===== src/rtl/core/ccts_pkg.sv =====
`default_nettype none

package ccts_pkg;

  localparam int COUNTER_BITS_DEF = 32;
  localparam int WRAP_W           = 32;

  localparam int CPS_W    = 30;
  localparam int CPM_W    = 20;
  localparam int CPU_W    = 10;
  localparam int CFG_W    = 30;
  localparam int CFG_IDX_W = 2;

  localparam logic [CPS_W-1:0] CPS_RST = 30'd1000000;
  localparam logic [CPM_W-1:0] CPM_RST = 20'd1000;
  localparam logic [CPU_W-1:0] CPU_RST = 10'd1;

  localparam int SAMPLE_W = 32;
  localparam int SEC_W    = 45;
  localparam int SMALL_W  = 10;
  localparam int TOTMIC_W = 64;

  localparam int OUT_FIELDS_W = SEC_W + 2 * SMALL_W + TOTMIC_W;
  localparam int OUT_TDATA_W  = ((OUT_FIELDS_W + 7) / 8) * 8;

  // shift-add multiplier constant: total_micros = (s * 1000 + ms) * 1000 + us
  localparam int               MUL_K_W = 10;
  localparam logic [MUL_K_W-1:0] MUL_K = 10'd1000;

  typedef enum logic [CFG_IDX_W-1:0] {
    CFG_CPS = 2'd0,
    CFG_CPM = 2'd1,
    CFG_CPU = 2'd2
  } cfg_idx_e;

  typedef enum logic [2:0] {
    ST_IDLE,
    ST_DIV_S,
    ST_DIV_MS,
    ST_DIV_US,
    ST_MUL_A,
    ST_MUL_B,
    ST_OUT
  } state_e;

endpackage

`default_nettype wire


===== src/rtl/core/ccts_div.sv =====
`default_nettype none

module ccts_div #(
  parameter int TOTAL_W = 64
) (
  input  wire logic                        clk_i,
  input  wire logic                        rst_ni,
  input  wire logic                        start_i,
  input  wire logic [TOTAL_W-1:0]          dividend_i,
  input  wire logic [ccts_pkg::CPS_W-1:0]  divisor_i,
  output logic                             done_o,
  output logic [TOTAL_W-1:0]               quot_o,
  output logic [TOTAL_W-1:0]               rem_o
);

  localparam int DW   = ccts_pkg::CPS_W;
  localparam int CntW = $clog2(TOTAL_W);

  logic               busy_q, done_q, zdiv_q;
  logic [CntW-1:0]    cnt_q;
  logic [TOTAL_W-1:0] num_q, num_d;
  logic [DW-1:0]      dvs_q;
  logic [DW-1:0]      rem_q, rem_d;
  logic [DW:0]        trial;
  logic               ge;

  // one quotient bit per cycle, restoring
  always_comb begin
    trial = {rem_q, num_q[TOTAL_W-1]};
    ge    = trial >= {1'b0, dvs_q};
    rem_d = ge ? DW'(trial - {1'b0, dvs_q}) : trial[DW-1:0];
    num_d = {num_q[TOTAL_W-2:0], ge};
  end

  always_ff @(posedge clk_i or negedge rst_ni) begin
    if (!rst_ni) begin
      busy_q <= 1'b0;
      done_q <= 1'b0;
      cnt_q  <= '0;
    end else if (start_i) begin
      busy_q <= divisor_i != '0;
      done_q <= divisor_i == '0;
      cnt_q  <= '0;
    end else if (busy_q) begin
      cnt_q <= cnt_q + 1'b1;
      if (cnt_q == CntW'(TOTAL_W - 1)) begin
        busy_q <= 1'b0;
        done_q <= 1'b1;
      end
    end else begin
      done_q <= 1'b0;
    end
  end

  always_ff @(posedge clk_i) begin
    if (start_i) begin
      num_q  <= dividend_i;
      dvs_q  <= divisor_i;
      rem_q  <= '0;
      zdiv_q <= divisor_i == '0;
    end else if (busy_q) begin
      num_q <= num_d;
      rem_q <= rem_d;
    end
  end

  // zero divisor: all-ones quotient, dividend left in num_q as remainder
  assign done_o = done_q;
  assign quot_o = zdiv_q ? '1 : num_q;
  assign rem_o  = zdiv_q ? num_q : TOTAL_W'(rem_q);

endmodule

`default_nettype wire


===== src/rtl/core/ccts_mul.sv =====
`default_nettype none

module ccts_mul (
  input  wire logic                              clk_i,
  input  wire logic                              rst_ni,
  input  wire logic                              start_i,
  input  wire logic [ccts_pkg::TOTMIC_W-1:0]     x_i,
  input  wire logic [ccts_pkg::SMALL_W-1:0]      addend_i,
  output logic                                   done_o,
  output logic [ccts_pkg::TOTMIC_W-1:0]          prod_o
);

  localparam int W  = ccts_pkg::TOTMIC_W;
  localparam int KW = ccts_pkg::MUL_K_W;

  logic          busy_q, done_q;
  logic [KW-1:0] k_q;
  logic [W-1:0]  xs_q, p_q;

  // p = x * MUL_K + addend, one constant bit per cycle, modulo 2^W
  always_ff @(posedge clk_i or negedge rst_ni) begin
    if (!rst_ni) begin
      busy_q <= 1'b0;
      done_q <= 1'b0;
      k_q    <= '0;
    end else if (start_i) begin
      busy_q <= 1'b1;
      done_q <= 1'b0;
      k_q    <= ccts_pkg::MUL_K;
    end else if (busy_q) begin
      k_q <= k_q >> 1;
      if ((k_q >> 1) == '0) begin
        busy_q <= 1'b0;
        done_q <= 1'b1;
      end
    end else begin
      done_q <= 1'b0;
    end
  end

  always_ff @(posedge clk_i) begin
    if (start_i) begin
      xs_q <= x_i;
      p_q  <= W'(addend_i);
    end else if (busy_q) begin
      xs_q <= xs_q << 1;
      if (k_q[0]) begin
        p_q <= p_q + xs_q;
      end
    end
  end

  assign done_o = done_q;
  assign prod_o = p_q;

endmodule

`default_nettype wire


===== src/rtl/core/cycle_count_time_splitter_top.sv =====
// Extends a free-running COUNTER_BITS-bit cycle counter to a wider total and
// splits it into seconds, millisecond and microsecond remainders plus the
// total in microseconds. Each request carries a counter sample; a sample below
// the previous one counts a wrap. A mode 0 request yields no result. A mode 1
// request runs three divisions one after another on one shared divider that
// retires one quotient bit per cycle, then two shift-add passes on the
// multiplier form the microsecond total. The result waits in an output
// register while the next request is taken. The user must write the divisor
// registers through the config port only while the block is idle; the block
// itself does not enforce this. A zero divisor gives an all-ones quotient,
// and oversized quotients saturate.
`default_nettype none

module cycle_count_time_splitter_top #(
  parameter int COUNTER_BITS = ccts_pkg::COUNTER_BITS_DEF
) (
  input  wire logic                               clk_i,
  input  wire logic                               rst_ni,
  input  wire logic                               cfg_we_i,
  input  wire logic [ccts_pkg::CFG_IDX_W-1:0]     cfg_idx_i,
  input  wire logic [ccts_pkg::CFG_W-1:0]         cfg_wdata_i,
  input  wire logic                               s_axis_tvalid,
  output logic                                    s_axis_tready,
  input  wire logic [ccts_pkg::SAMPLE_W-1:0]      s_axis_tdata,  // counter_sample
  input  wire logic                               s_axis_tuser,  // mode
  output logic                                    m_axis_tvalid,
  input  wire logic                               m_axis_tready,
  // seconds, millis, micros, total_micros, zero pad
  output logic [ccts_pkg::OUT_TDATA_W-1:0]        m_axis_tdata
);

  localparam int TotalW  = ccts_pkg::WRAP_W + COUNTER_BITS;
  localparam int CpsW    = ccts_pkg::CPS_W;
  localparam int SecW    = ccts_pkg::SEC_W;
  localparam int SmallW  = ccts_pkg::SMALL_W;
  localparam int TotMicW = ccts_pkg::TOTMIC_W;
  localparam int PadW    = ccts_pkg::OUT_TDATA_W - ccts_pkg::OUT_FIELDS_W;

  ccts_pkg::state_e state_q, state_d;

  logic [ccts_pkg::CPS_W-1:0]  cps_q;
  logic [ccts_pkg::CPM_W-1:0]  cpm_q;
  logic [ccts_pkg::CPU_W-1:0]  cpu_q;
  logic [ccts_pkg::WRAP_W-1:0] wrap_q, wrap_new;
  logic [COUNTER_BITS-1:0]     last_q, sample;
  logic [TotalW-1:0]           total;

  logic                s_fire, m_fire;
  logic                div_start, div_done;
  logic [TotalW-1:0]   div_dividend, div_quot, div_rem;
  logic [CpsW-1:0]     div_divisor;
  logic                mul_start, mul_done;
  logic [TotMicW-1:0]  mul_x, mul_p;
  logic [SmallW-1:0]   mul_addend;

  logic [SecW-1:0]     sec_q, sec_sat;
  logic [SmallW-1:0]   ms_q, us_q, small_sat;
  logic [TotMicW-1:0]  tot_q;
  logic                out_load;
  logic                ovalid_q;
  logic [SecW-1:0]     o_sec_q;
  logic [SmallW-1:0]   o_ms_q, o_us_q;
  logic [TotMicW-1:0]  o_tot_q;

  assign s_axis_tready = state_q == ccts_pkg::ST_IDLE;
  assign s_fire        = s_axis_tvalid && s_axis_tready;
  assign m_fire        = m_axis_tvalid && m_axis_tready;

  assign sample   = s_axis_tdata[COUNTER_BITS-1:0];
  assign wrap_new = (sample < last_q) ? wrap_q + 1'b1 : wrap_q;
  assign total    = {wrap_new, sample};

  assign sec_sat   = (|div_quot[TotalW-1:SecW]) ? '1 : div_quot[SecW-1:0];
  assign small_sat = (|div_quot[TotalW-1:SmallW]) ? '1 : div_quot[SmallW-1:0];

  always_ff @(posedge clk_i or negedge rst_ni) begin
    if (!rst_ni) begin
      cps_q <= ccts_pkg::CPS_RST;
      cpm_q <= ccts_pkg::CPM_RST;
      cpu_q <= ccts_pkg::CPU_RST;
    end else if (cfg_we_i) begin
      case (cfg_idx_i)
        ccts_pkg::CFG_CPS: cps_q <= cfg_wdata_i[ccts_pkg::CPS_W-1:0];
        ccts_pkg::CFG_CPM: cpm_q <= cfg_wdata_i[ccts_pkg::CPM_W-1:0];
        ccts_pkg::CFG_CPU: cpu_q <= cfg_wdata_i[ccts_pkg::CPU_W-1:0];
        default: ;
      endcase
    end
  end

  always_ff @(posedge clk_i or negedge rst_ni) begin
    if (!rst_ni) begin
      wrap_q <= '0;
      last_q <= '0;
    end else if (s_fire) begin
      wrap_q <= wrap_new;
      last_q <= sample;
    end
  end

  always_ff @(posedge clk_i or negedge rst_ni) begin
    if (!rst_ni) begin
      state_q <= ccts_pkg::ST_IDLE;
    end else begin
      state_q <= state_d;
    end
  end

  always_comb begin
    state_d      = state_q;
    div_start    = 1'b0;
    div_dividend = div_rem;
    div_divisor  = cps_q;
    mul_start    = 1'b0;
    mul_x        = mul_p;
    mul_addend   = us_q;
    out_load     = 1'b0;
    case (state_q)
      ccts_pkg::ST_IDLE: begin
        div_dividend = total;
        if (s_fire && s_axis_tuser) begin
          div_start = 1'b1;
          state_d   = ccts_pkg::ST_DIV_S;
        end
      end
      ccts_pkg::ST_DIV_S: begin
        div_divisor = CpsW'(cpm_q);
        if (div_done) begin
          div_start = 1'b1;
          state_d   = ccts_pkg::ST_DIV_MS;
        end
      end
      ccts_pkg::ST_DIV_MS: begin
        div_divisor = CpsW'(cpu_q);
        if (div_done) begin
          div_start = 1'b1;
          state_d   = ccts_pkg::ST_DIV_US;
        end
      end
      ccts_pkg::ST_DIV_US: begin
        mul_x      = TotMicW'(sec_q);
        mul_addend = ms_q;
        if (div_done) begin
          mul_start = 1'b1;
          state_d   = ccts_pkg::ST_MUL_A;
        end
      end
      ccts_pkg::ST_MUL_A: begin
        if (mul_done) begin
          mul_start = 1'b1;
          state_d   = ccts_pkg::ST_MUL_B;
        end
      end
      ccts_pkg::ST_MUL_B: begin
        if (mul_done) begin
          state_d = ccts_pkg::ST_OUT;
        end
      end
      ccts_pkg::ST_OUT: begin
        if (!ovalid_q || m_axis_tready) begin
          out_load = 1'b1;
          state_d  = ccts_pkg::ST_IDLE;
        end
      end
      default: state_d = ccts_pkg::ST_IDLE;
    endcase
  end

  always_ff @(posedge clk_i) begin
    if (div_done && state_q == ccts_pkg::ST_DIV_S) begin
      sec_q <= sec_sat;
    end
    if (div_done && state_q == ccts_pkg::ST_DIV_MS) begin
      ms_q <= small_sat;
    end
    if (div_done && state_q == ccts_pkg::ST_DIV_US) begin
      us_q <= small_sat;
    end
    if (mul_done && state_q == ccts_pkg::ST_MUL_B) begin
      tot_q <= mul_p;
    end
    if (out_load) begin
      o_sec_q <= sec_q;
      o_ms_q  <= ms_q;
      o_us_q  <= us_q;
      o_tot_q <= tot_q;
    end
  end

  always_ff @(posedge clk_i or negedge rst_ni) begin
    if (!rst_ni) begin
      ovalid_q <= 1'b0;
    end else if (out_load) begin
      ovalid_q <= 1'b1;
    end else if (m_fire) begin
      ovalid_q <= 1'b0;
    end
  end

  assign m_axis_tvalid = ovalid_q;
  assign m_axis_tdata  = {{PadW{1'b0}}, o_tot_q, o_us_q, o_ms_q, o_sec_q};

  ccts_div #(
    .TOTAL_W(TotalW)
  ) u_div (
    .clk_i     (clk_i),
    .rst_ni    (rst_ni),
    .start_i   (div_start),
    .dividend_i(div_dividend),
    .divisor_i (div_divisor),
    .done_o    (div_done),
    .quot_o    (div_quot),
    .rem_o     (div_rem)
  );

  ccts_mul u_mul (
    .clk_i   (clk_i),
    .rst_ni  (rst_ni),
    .start_i (mul_start),
    .x_i     (mul_x),
    .addend_i(mul_addend),
    .done_o  (mul_done),
    .prod_o  (mul_p)
  );

endmodule

`default_nettype wire

===== config.mk =====
export PLATFORM = sky130hd
export DESIGN_NAME = cycle_count_time_splitter_top
export DESIGN_NICKNAME = d
export VERILOG_FILES = /design/src/rtl/core/ccts_pkg.sv /design/src/rtl/core/ccts_div.sv /design/src/rtl/core/ccts_mul.sv /design/src/rtl/core/cycle_count_time_splitter_top.sv
export SDC_FILE = /design/constraint.sdc
export NUM_CORES = 1
export LEC_CHECK = 0
export ABC_AREA = 1
export BUFFER_PORTS_ARGS = -buffer_cell sky130_fd_sc_hd__buf_2
export CAP_MARGIN = 20
export CORE_ASPECT_RATIO = 1.1
export CORE_MARGIN = 1
export CORE_UTILIZATION = 45
export CTS_BUF_LIST = sky130_fd_sc_hd__clkbuf_4
export DETAILED_ROUTE_END_ITERATION = 16
export SLEW_MARGIN = 20
export SYNTH_ARGS = -nofsm -noshare
export SYNTH_HDL_FRONTEND = slang
export SYNTH_SLANG_ARGS = --single-unit

===== constraint.sdc =====
create_clock -name clk_i -period 17.7 [get_ports clk_i]
set_clock_uncertainty 0.15 [all_clocks]
set_input_delay 1.77 -clock clk_i [delete_from_list [all_inputs] [get_ports clk_i]]
set_output_delay 1.77 -clock clk_i [all_outputs]
set_load 0.1 [all_outputs]

# Word-level counts from Yosys, hierarchy flattened

Index checks and enable logic that the tools add are counted.

Bits of input ports: 70
Logic and storage cells: 130
Register bits: 659

Magnitude comparators: 2
Reductions and logical operators: 28
Add/subtract/negate cells: 4
Mux-type cells: 49
Equal/unequal tests: 19

Operators by type and width:

| operator                                                                | count |
|---|---|
| 64-bit 2-to-1 mux                                                       | 8 |
| 10-bit 2-to-1 mux                                                       | 7 |
| 64-bit adder                                                            | 1 |
| 30-bit case mux with 2 select lines                                     | 1 |
| 54-bit OR reduction                                                     | 1 |
| 32-bit by 1-bit adder with 32-bit output, second input constant         | 1 |
| 32-bit less-than comparator                                             | 1 |
| 32-bit 2-to-1 mux                                                       | 1 |
| 31-bit by 30-bit >= comparator with 1-bit output                        | 1 |
| 30-bit logical NOT                                                      | 1 |
| 30-bit 2-to-1 mux                                                       | 1 |
| 30-bit nonzero test                                                     | 1 |
| 30-bit subtractor                                                       | 1 |
| 3-bit 2-to-1 mux                                                        | 7 |
| 3-bit case mux with 7 select lines                                      | 1 |
| 1-bit 2-to-1 mux                                                        | 19 |
| 19-bit OR reduction                                                     | 1 |
| 6-bit 2-to-1 mux                                                        | 2 |
| 2-bit by 1-bit inequality test with 1-bit output, second input constant | 6 |
| 2-bit AND reduction                                                     | 6 |
| 10-bit logical NOT                                                      | 1 |
| 3-bit equality test, second input constant                              | 3 |
| 3-bit inequality test, second input constant                            | 3 |
| 2-bit nonzero test                                                      | 4 |
| 15 further kinds                                                        | 23 |

# Longest topological paths before layout

Gate-level depths: netlist of the first run.

Word-level depth: 7
Depth in mapped cells: 16
Depth with buffers taken out: 16

# Cells and area by module

From an unflattened synthesis of the first run, not the netlist that was laid out.

Cells, all modules: 4987
Area, all modules: 37612.3 µm²

Modules (own cells, without submodules):

| module                        | instances | cells each | sequential area each (µm²) | area an instance (µm²) |
|---|---|---|---|---|
| cycle_count_time_splitter_top | 1         | 1783       | 10968.0                    | 17240.3 |
| ccts_mul                      | 1         | 1906       | 3603.5                     | 11365.9 |
| ccts_div                      | 1         | 1298       | 3653.5                     | 9006.1 |

# Least setup slack after synthesis of the first run

Ideal clock, no wire load.

Path type: in2reg
From: input port m_axis_tready
To: register o_ms_q[0], enable pin
Slack: 9.759 ns
Arrival time: 7.171 ns
Stages: 2
Setup time: 0.620 ns
Buffers on the path: 0
Cell sequence: nor2_1 -> nor2_1

Cells in the longest elaborated chain, start to end: 3

RTL lines:

| what                   | line                                 | source |
|---|---|---|
| start: declaration     | cycle_count_time_splitter_top.sv:27  | `input wire logic m_axis_tready,` |
| 1-bit logical OR       | cycle_count_time_splitter_top.sv:160 | `if (!ovalid_q \|\| m_axis_tready) begin` |
| 1-bit 2-to-1 mux       | cycle_count_time_splitter_top.sv:160 |  |
| 1-bit 2-to-1 mux       | cycle_count_time_splitter_top.sv:118 | `case (state_q)` |
| via out_load           | cycle_count_time_splitter_top.sv:59  | `logic out_load;` |
| end signal: assignment | cycle_count_time_splitter_top.sv:184 | `o_ms_q <= ms_q;` |
| end: declaration       | cycle_count_time_splitter_top.sv:62  | `logic [SmallW-1:0] o_ms_q, o_us_q;` |

The timed path passes the listed nets, and every way through them passes these cells.
A chain may end at the register's enable or synchronous reset.

# Worst setup path in the final report of the first run

From: register state_q[2]
To: register u_mul.xs_q[40], enable pin

Cells in the longest elaborated chain, start to end: 3
Elaborated cells on any way between the ends: 4
Those cells by class: eq/ne (2); mux (1); reduce/logical (1)

RTL lines:

| what                                                                                         | line                                 | source |
|---|---|---|
| start: declaration                                                                           | cycle_count_time_splitter_top.sv:39  | `ccts_pkg::state_e state_q, state_d;` |
| start signal: assignment                                                                     | cycle_count_time_splitter_top.sv:103 | `state_q <= ccts_pkg::ST_IDLE;` |
| start signal: assignment                                                                     | cycle_count_time_splitter_top.sv:105 | `state_q <= state_d;` |
| 3-bit equality test / 3-bit by 2-bit equality test with 1-bit output (equally long branches) | cycle_count_time_splitter_top.sv:118 |  |
| 1-bit case mux with 2 select lines *                                                         | cycle_count_time_splitter_top.sv:118 |  |
| 2-bit nonzero test (no line) *                                                               | --                                   |  |
| end signal: assignment                                                                       | ccts_mul.sv:43                       | `xs_q <= x_i;` |
| end signal: assignment                                                                       | ccts_mul.sv:46                       | `xs_q <= xs_q << 1;` |
| end: declaration                                                                             | ccts_mul.sv:18                       | `logic [W-1:0] xs_q, p_q;` |

Every way passes the cells marked *; elsewhere a longest branch is shown, timed or not.

==> flow_summary.toml, run 1 <==
[outcome]
run_status = "finished, final reports clean"

[detailed_routing]
viasPerCell = 4.997
initialDrtViolationCount = 2046
drc = 0
wl_per_cell_um = 17.39
drt_first_pass_iters = 6
drt_wl_total_mm = 101.7
ant_nets = 0
vias = 29220

[synth]
ys_async_sr_fraction_pct = 22.46
syn_inst = 4382
synth_compound_area_share_pct = 7.219
yosys.area_share.adder_pct = 4.588
synth_simple_gate_area_share_pct = 25.19
synth_top_family_by_area = "simple AND/OR/NAND/NOR gates"
muxShareOfSynthArea_pct = 0.1598
synthDistinctLibCells = 51
syn_area_mm2 = 0.03524
syn_avg_cell_area_um2 = 8.041
synth-edff-count = 427
yosys_warnings = 0
yosysSeqAreaShare_pct = 51.72
synthFlopType = "edfxtp_1"
ys_seq_elements = 659
synth_xor_area_share_pct = 1.218

[placed_design]
finalWeightedCongestion = 0.9580
dp_cells = 5521
port_buffers = 200
dp_hpwl_mm = 75.85

[pwr]
power_density_mw_per_mm2 = 210.9
power_mw = 8.352
power_leakage_nw = 19.07
peakVddDrop_v = 0.00009057

[critical_path]
r2r_slack_ns = 12.70
r2r_cells = 10
crit_path_start_kind = "flop"
crit_fanout = 64
arrival_ns = 5.47
cp-end-kind = "flop"
rr_endpoint = "u_mul.xs_q[40]"
r2r_start = "state_q[2]"
critPathKind = "flop to flop"
required_ns = 18.18

[floorplanning]
pin_count = 208
core_mm2 = 0.07752
die_area_mm2 = 0.07943
start_util_pct = 45.46
num_rows = 107
die_y_um = 295.5
dieWidth_um = 268.8

[clocking]
clkTransAtPathRegs_ns = 0.07
cts_root_buf = "clkbuf_4"
htreeDepth = 4
cts_setup_buffers = 0
clockBufferDepth = 3
clk_latency_ns = 1.06
cts_resized = 0
cts_tree = "yes"
cts_buffers = 172
postCtsHoldBufs = 0
cts_sinks = 659

[final_layout]
area_growth_pct = 12.40
layout-drive-gt1-share_pct = 12.00
layoutNonFillerInstCount = 5848
final_nets = 4861
layout_commonest_cell = "nand2_1"
utilization_pct = 51.09
final_cell_mix = "1418 x nand2_1, 750 x inv_1, 427 x edfxtp_1"

[global_routing]
grt_pass1_wl_mm = 156.1
grt_pass1_vias = 27810
grt_antenna_before_repair = 5
grt_usage_pct = 25.96
grt_max_degree = 116
overflow = 0

[timing]
worst_slew_pin_slew_ns = 1.083
finalHoldViolations = 0
max_slew_margin_pct = 27.73
fmax_ghz = 0.2001
grt_setup_unrepaired = "no"
setup_viol = 0
setup_tns_ns = 0
finalCriticalPeriod_ns = 4.997
period_share_pct = 28.23
slew_viol_final = 0

[hold_path]
hold_class = "flop to flop"
holdCritStartpoint = "tot_q[9]"
holdPathEnd = "o_tot_q[9]"
hold_depth = 0

[flow_run]
max_cap_violations = 0
[synth_stat cells, types with 4 or more instances]
library cell,count,area [um2]
nand2_1,1420,5330
inv_1,756,2838
edfxtp_1,427,12820
nor2_1,384,1441
nand3_1,261,1306
o21ai_0,207,1036
dfrtp_1,134,3353
a21oi_1,130,650.6
ha_1,126,1577
dfxtp_1,84,1682
clkbuf_1,64,240.2
a31oi_1,50,312.8
o211ai_1,43,322.8
nor3_1,36,180.2
nand4_1,35,219.0
buf_2,32,160.2
xnor2_1,31,271.5
xor2_1,18,157.7
nor4_1,15,93.84
dfstp_2,14,367.9
buf_4,13,97.59
or2_2,11,68.82
buf_6,8,90.09
o21ai_1,8,40.04
buf_1,7,26.28
inv_2,7,26.28
a22oi_1,6,45.04
o21bai_1,6,45.04
o22ai_1,6,37.54
mux2_2,5,56.30
nand3b_1,5,37.54
and2_1,4,25.02
nand2_2,4,25.02
[registers in the layout, summed over array words and instances, names as in the netlist, 6 cells and up]
name          flops
o_us_q           10
u_div.rem_q      30
cpu_q            10
wrap_q           32
ms_q             10
u_div.num_q      64
sec_q            45
us_q             10
last_q           32
u_div.dvs_q      30
tot_q            64
u_mul.xs_q       64
cps_q            30
cpm_q            20
u_mul.prod_o     64
u_mul.k_q        10
o_ms_q           10
o_sec_q          45
u_div.cnt_q       6
o_tot_q          64
[through the flow]
stage | instance area, um2 | worst slack [ns] | hold slack [ns]
finish | 39610 | 12.70 | 0.2624
global route | 39600 | 12.32 | 0.2770
CTS | 39520 | 13.03 | 0.2658
detailed placement | 37160 | 12.87 | 0.2545
global placement | 37150 | 12.86 | 0.2510
floorplan | 35260 | 9.759 | 0.2503
[worst max path at each step]
stage | startpoint | endpoint | slack, ns
final | state_q[2] | u_mul.xs_q[40] | 12.70
after global routing | state_q[0] | u_mul.xs_q[63] | 12.32
after CTS | state_q[2] | u_mul.prod_o[9] | 13.03
after detailed placement | s_axis_tvalid | u_div.num_q[57] | 12.87
after global placement | s_axis_tdata[21] | u_div.num_q[62] | 12.86
after floorplan | m_axis_tready | o_ms_q[0] | 9.76
[logic make-up (layout without fill, tap and decap cells)]
logic type	Yosys count	after routing
DFF	659	659
xor gates and xnor gates	49	49
buffers and inverters	888	1310
adders and majority gates	128	128
muxes	5	5
and+or+nand+nor	2189	2189
other	1	10
AOI/OAI and AO/OA	463	463
[report_power, final]
group | leakage [nW] | internal [mW] | switching [mW]
clock network | 1.40 | 0.753 | 0.656
logic | 11.2 | 1.25 | 3.05
registers | 6.48 | 2.29 | 0.359
[per-layer routing]
layer | part of all wire [%] | global-route usage, %
met1 | 43 | 33.23
met5 | 0 | 0
met3 | 5.2 | 4.031
met4 | 3.7 | 11.36
met2 | 48 | 43.33
[final cells by class]
class | count | area [um2]
fill | 7618 | 37910
sequential | 659 | 18230
multi-input combinational | 2841 | 13600
inverter | 763 | 2865
clock buffer | 262 | 1967
tap | 1035 | 1295
timing repair buffer | 226 | 1250
clock inverter | 59 | 399.1
antenna | 3 | 7.507
[worst max-delay path, cell delays in order, from the launching register on]
cell and delay [ns]:
dfrtp_1 0.52, nor2_4 0.15, buf_4 0.55, clkinv_2 0.98
nor2_1 0.31, buf_4 0.27, inv_1 0.10, nand2_4 0.34
nor2_1 0.23, inv_2 0.13, buf_4 0.76
Power figures use the tool's default switching activity.
==> run 2, diff against run 1 <==
--- a/config.mk
+++ b/config.mk
@@ -5,7 +5,7 @@
 export SDC_FILE = /design/constraint.sdc
 export NUM_CORES = 1
 export LEC_CHECK = 0
-export ABC_AREA = 1
+export ABC_AREA = 0
 export BUFFER_PORTS_ARGS = -buffer_cell sky130_fd_sc_hd__buf_2
 export CAP_MARGIN = 20
 export CORE_ASPECT_RATIO = 1.1
==> constraint.sdc (replaced) <==
create_clock -name clk_i -period 4.75 [get_ports clk_i]
set_clock_uncertainty 0.15 [all_clocks]
set_input_delay 0.475 -clock clk_i [delete_from_list [all_inputs] [get_ports clk_i]]
set_output_delay 0.475 -clock clk_i [all_outputs]
set_load 0.1 [all_outputs]
==> run 2 against run 1 <==
  * Die area shrank 8.2%
  * Global-route usage is 2.3 points lower
  * Sequential share of layout area is 2.5 points higher
  * Sequential power up 140%
  * Utilization grew 2.1 points
  * Cell count fell by 27%
  * Critical endpoint is now s_axis_tready
  * Largest cell class unchanged
  * Largest power group is now registers
==> flow_summary.toml, run 2 <==
[outcome]
run_status = "finished, final reports clean"

[synth]
synth.most_common_cell = "edfxtp_1"
synthDistinctLibCells = 82
yosys_warnings = 0
synth_area_leader_cell = "edfxtp_1"
synth_area_leaders = "edfxtp_1 40%, dfrtp_1 10%, dfxtp_1 5.2%, ha_1 4.9%, nand2_1 3.7%"
synthTopCellsByCount = "427 x edfxtp_1, 317 x nand2_1, 212 x o21ai_0, 159 x a21oi_1, 134 x dfrtp_1"
synth_top_area_share_pct = 39.69
syn_avg_cell_area_um2 = 11.32
ys_async_sr_fraction_pct = 22.46
syn_inst = 2855
synthFlopType = "edfxtp_1"
syn_area_mm2 = 0.03231
yosysSeqAreaShare_pct = 56.41
ys_seq_elements = 659
synth-edff-count = 427

[critical_path]
crit_path_start_kind = "flop"
arrival_ns = 3.49
crit_buf_inv = 4
critPathKind = "flop to primary output"
crit_top_cell = "buf_4"
crit_fanout = 30
cp-end-kind = "primary output"
crit_family = "buffers and inverters"
crit_chain = "buf_4 -> nor3_2 -> buf_4 -> buf_4 -> buf_2"
critPathSlowestCell = "buf_2"
required_ns = 4.12
r2r_slack_ns = 0.63
slowest_delay_ns = 0.54

[floorplanning]
core_mm2 = 0.07070
start_util_pct = 45.70
dieWidth_um = 257.5
die_y_um = 283.0
die_area_mm2 = 0.07287
pin_count = 208
num_rows = 102

[timing]
finalHoldViolations = 0
finalCriticalPeriod_ns = 4.120
grt_setup_unrepaired = "no"
setup_tns_ns = 0
setup_viol = 0
max_slew_margin_pct = 25.84
period_share_pct = 86.73
worst_slew_pin_slew_ns = 1.108
slew_viol_final = 0
fin_ws_ns = 0.6302
fmax_ghz = 0.2427

[global_routing]
grt_pass1_wl_mm = 134.6
grt_max_degree = 83
grt_pass1_vias = 24260
grt_usage_pct = 23.63
grt_antenna_before_repair = 2
overflow = 0

[final_layout]
layoutNonFillerInstCount = 4294
fillers = 6339
layout_commonest_cell = "edfxtp_1"
utilization_pct = 53.17
layout-drive-gt1-share_pct = 20.62
final_nets = 3406
final_cell_mix = "427 x edfxtp_1, 315 x nand2_1, 259 x clkbuf_4"
area_growth_pct = 16.35

[detailed_routing]
drc = 0
drt_wl_total_mm = 85.89
initialDrtViolationCount = 1408
ant_nets = 0
drt_first_pass_iters = 6
vias = 23740
viasPerCell = 5.529
wl_per_cell_um = 20.00

[placed_design]
finalWeightedCongestion = 0.9502
port_buffers = 200
dp_hpwl_mm = 61.00
dp_cells = 3882
post-place-ws_ns = 0.3053

[clocking]
cts_root_buf = "clkbuf_4"
clk_latency_ns = 1.00
cts_sinks = 659
clockBufferDepth = 3
cts_buffers = 175
clkTransAtPathRegs_ns = 0.06
htreeDepth = 4
cts_tree = "yes"

[flow_run]
max_cap_violations = 0

[pwr]
power_mw = 11.95
power_leakage_nw = 15.89
peakVddDrop_v = 0.0002206
power_density_mw_per_mm2 = 317.8

[hold_path]
hold_class = "primary input to flop"
==> run 2: cell types whose count changed after synthesis, sizes merged, moves of 31 or more <==
cell,previous run,this run
nand2,1426,318
inv,763,95
nor2,389,91
nand3,262,94
mux2i,0,115
mux2,5,94
a21o,3,82
clkbuf,65,132
or3,0,56
xor2,18,67
a31oi,50,19
==> run 2: final timing paths <==
kind | from | to | cells past startpoint
setup reg to reg | u_div.num_q[63] | u_div.rem_q[22] | 14
min in group asynchronous | rst_ni | u_div.cnt_q[1] | 4
hold reg to reg | tot_q[45] | o_tot_q[45] | 0
max in group asynchronous | rst_ni | last_q[6] | 4
hold / removal | cfg_we_i | cpm_q[9] | 3
setup / recovery | state_q[0] | s_axis_tready | 5
==> run 2: final cells by class <==
cell class              count  area, um2  area share, %
flip-flops and latches    659      18230          48.48
multi-input cells        1942      13170          35.04
repair buffers            335       2265          6.024
clock buffers             259       1944          5.172
well taps                 936       1171          3.115
clock inverters            66      452.9          1.205
inverters                  95      356.6         0.9486
diodes                      2      5.005        0.01331
==> run 2: layer usage <==
layer / vias to the layer above / GRT usage, % / wire length (um)
met4: 0 / 8.905 / 2674
met1: 11510 / 28.75 / 35910
li1: 11420 / - / -
met3: 161 / 4.652 / 3615
met2: 649 / 41.16 / 43680
met5: - / 0 / 0
==> run 2: tightest hold or removal path, stage by stage <==
cell      delay [ns]
buf_2           0.11
nand3b_1        0.37
mux2_2          0.23
==> run 2: repair_timing <==
| item | in CTS | in global routing |
|---|---|---|
| resized for setup | 0 | 0 |
| buffers inserted | 0 | 0 |
| hold endpoints to repair | 262 | 0 |
| hold buffers | 84 | 0 |
==> run 2: report_power, final <==
group / total, mW / switching [mW] / internal (mW)
Clock: 5.30 / 2.41 / 2.89
Combinational: 0.406 / 0.193 / 0.214
Sequential: 6.24 / 0.0672 / 6.17
==> run 2: kinds of logic after synthesis <==
logic type | synth area share [%]
DFF | 56.41
buffers and inverters | 3.207
and+or+nand+nor | 12.73
other | 0.01161
adders and majority gates | 5.003
xor gates and xnor gates | 3.253
muxes | 6.839
AOI/OAI and AO/OA | 12.54
==> run 2: through the flow <==
stage               area [um2]  hold slack (ns)
finish                   37590          0.06871
global route             37590          0.04175
CTS                      37580        0.0004081
detailed placement       34320           0.2545
global placement         34320           0.2507
floorplan                32350          0.02941
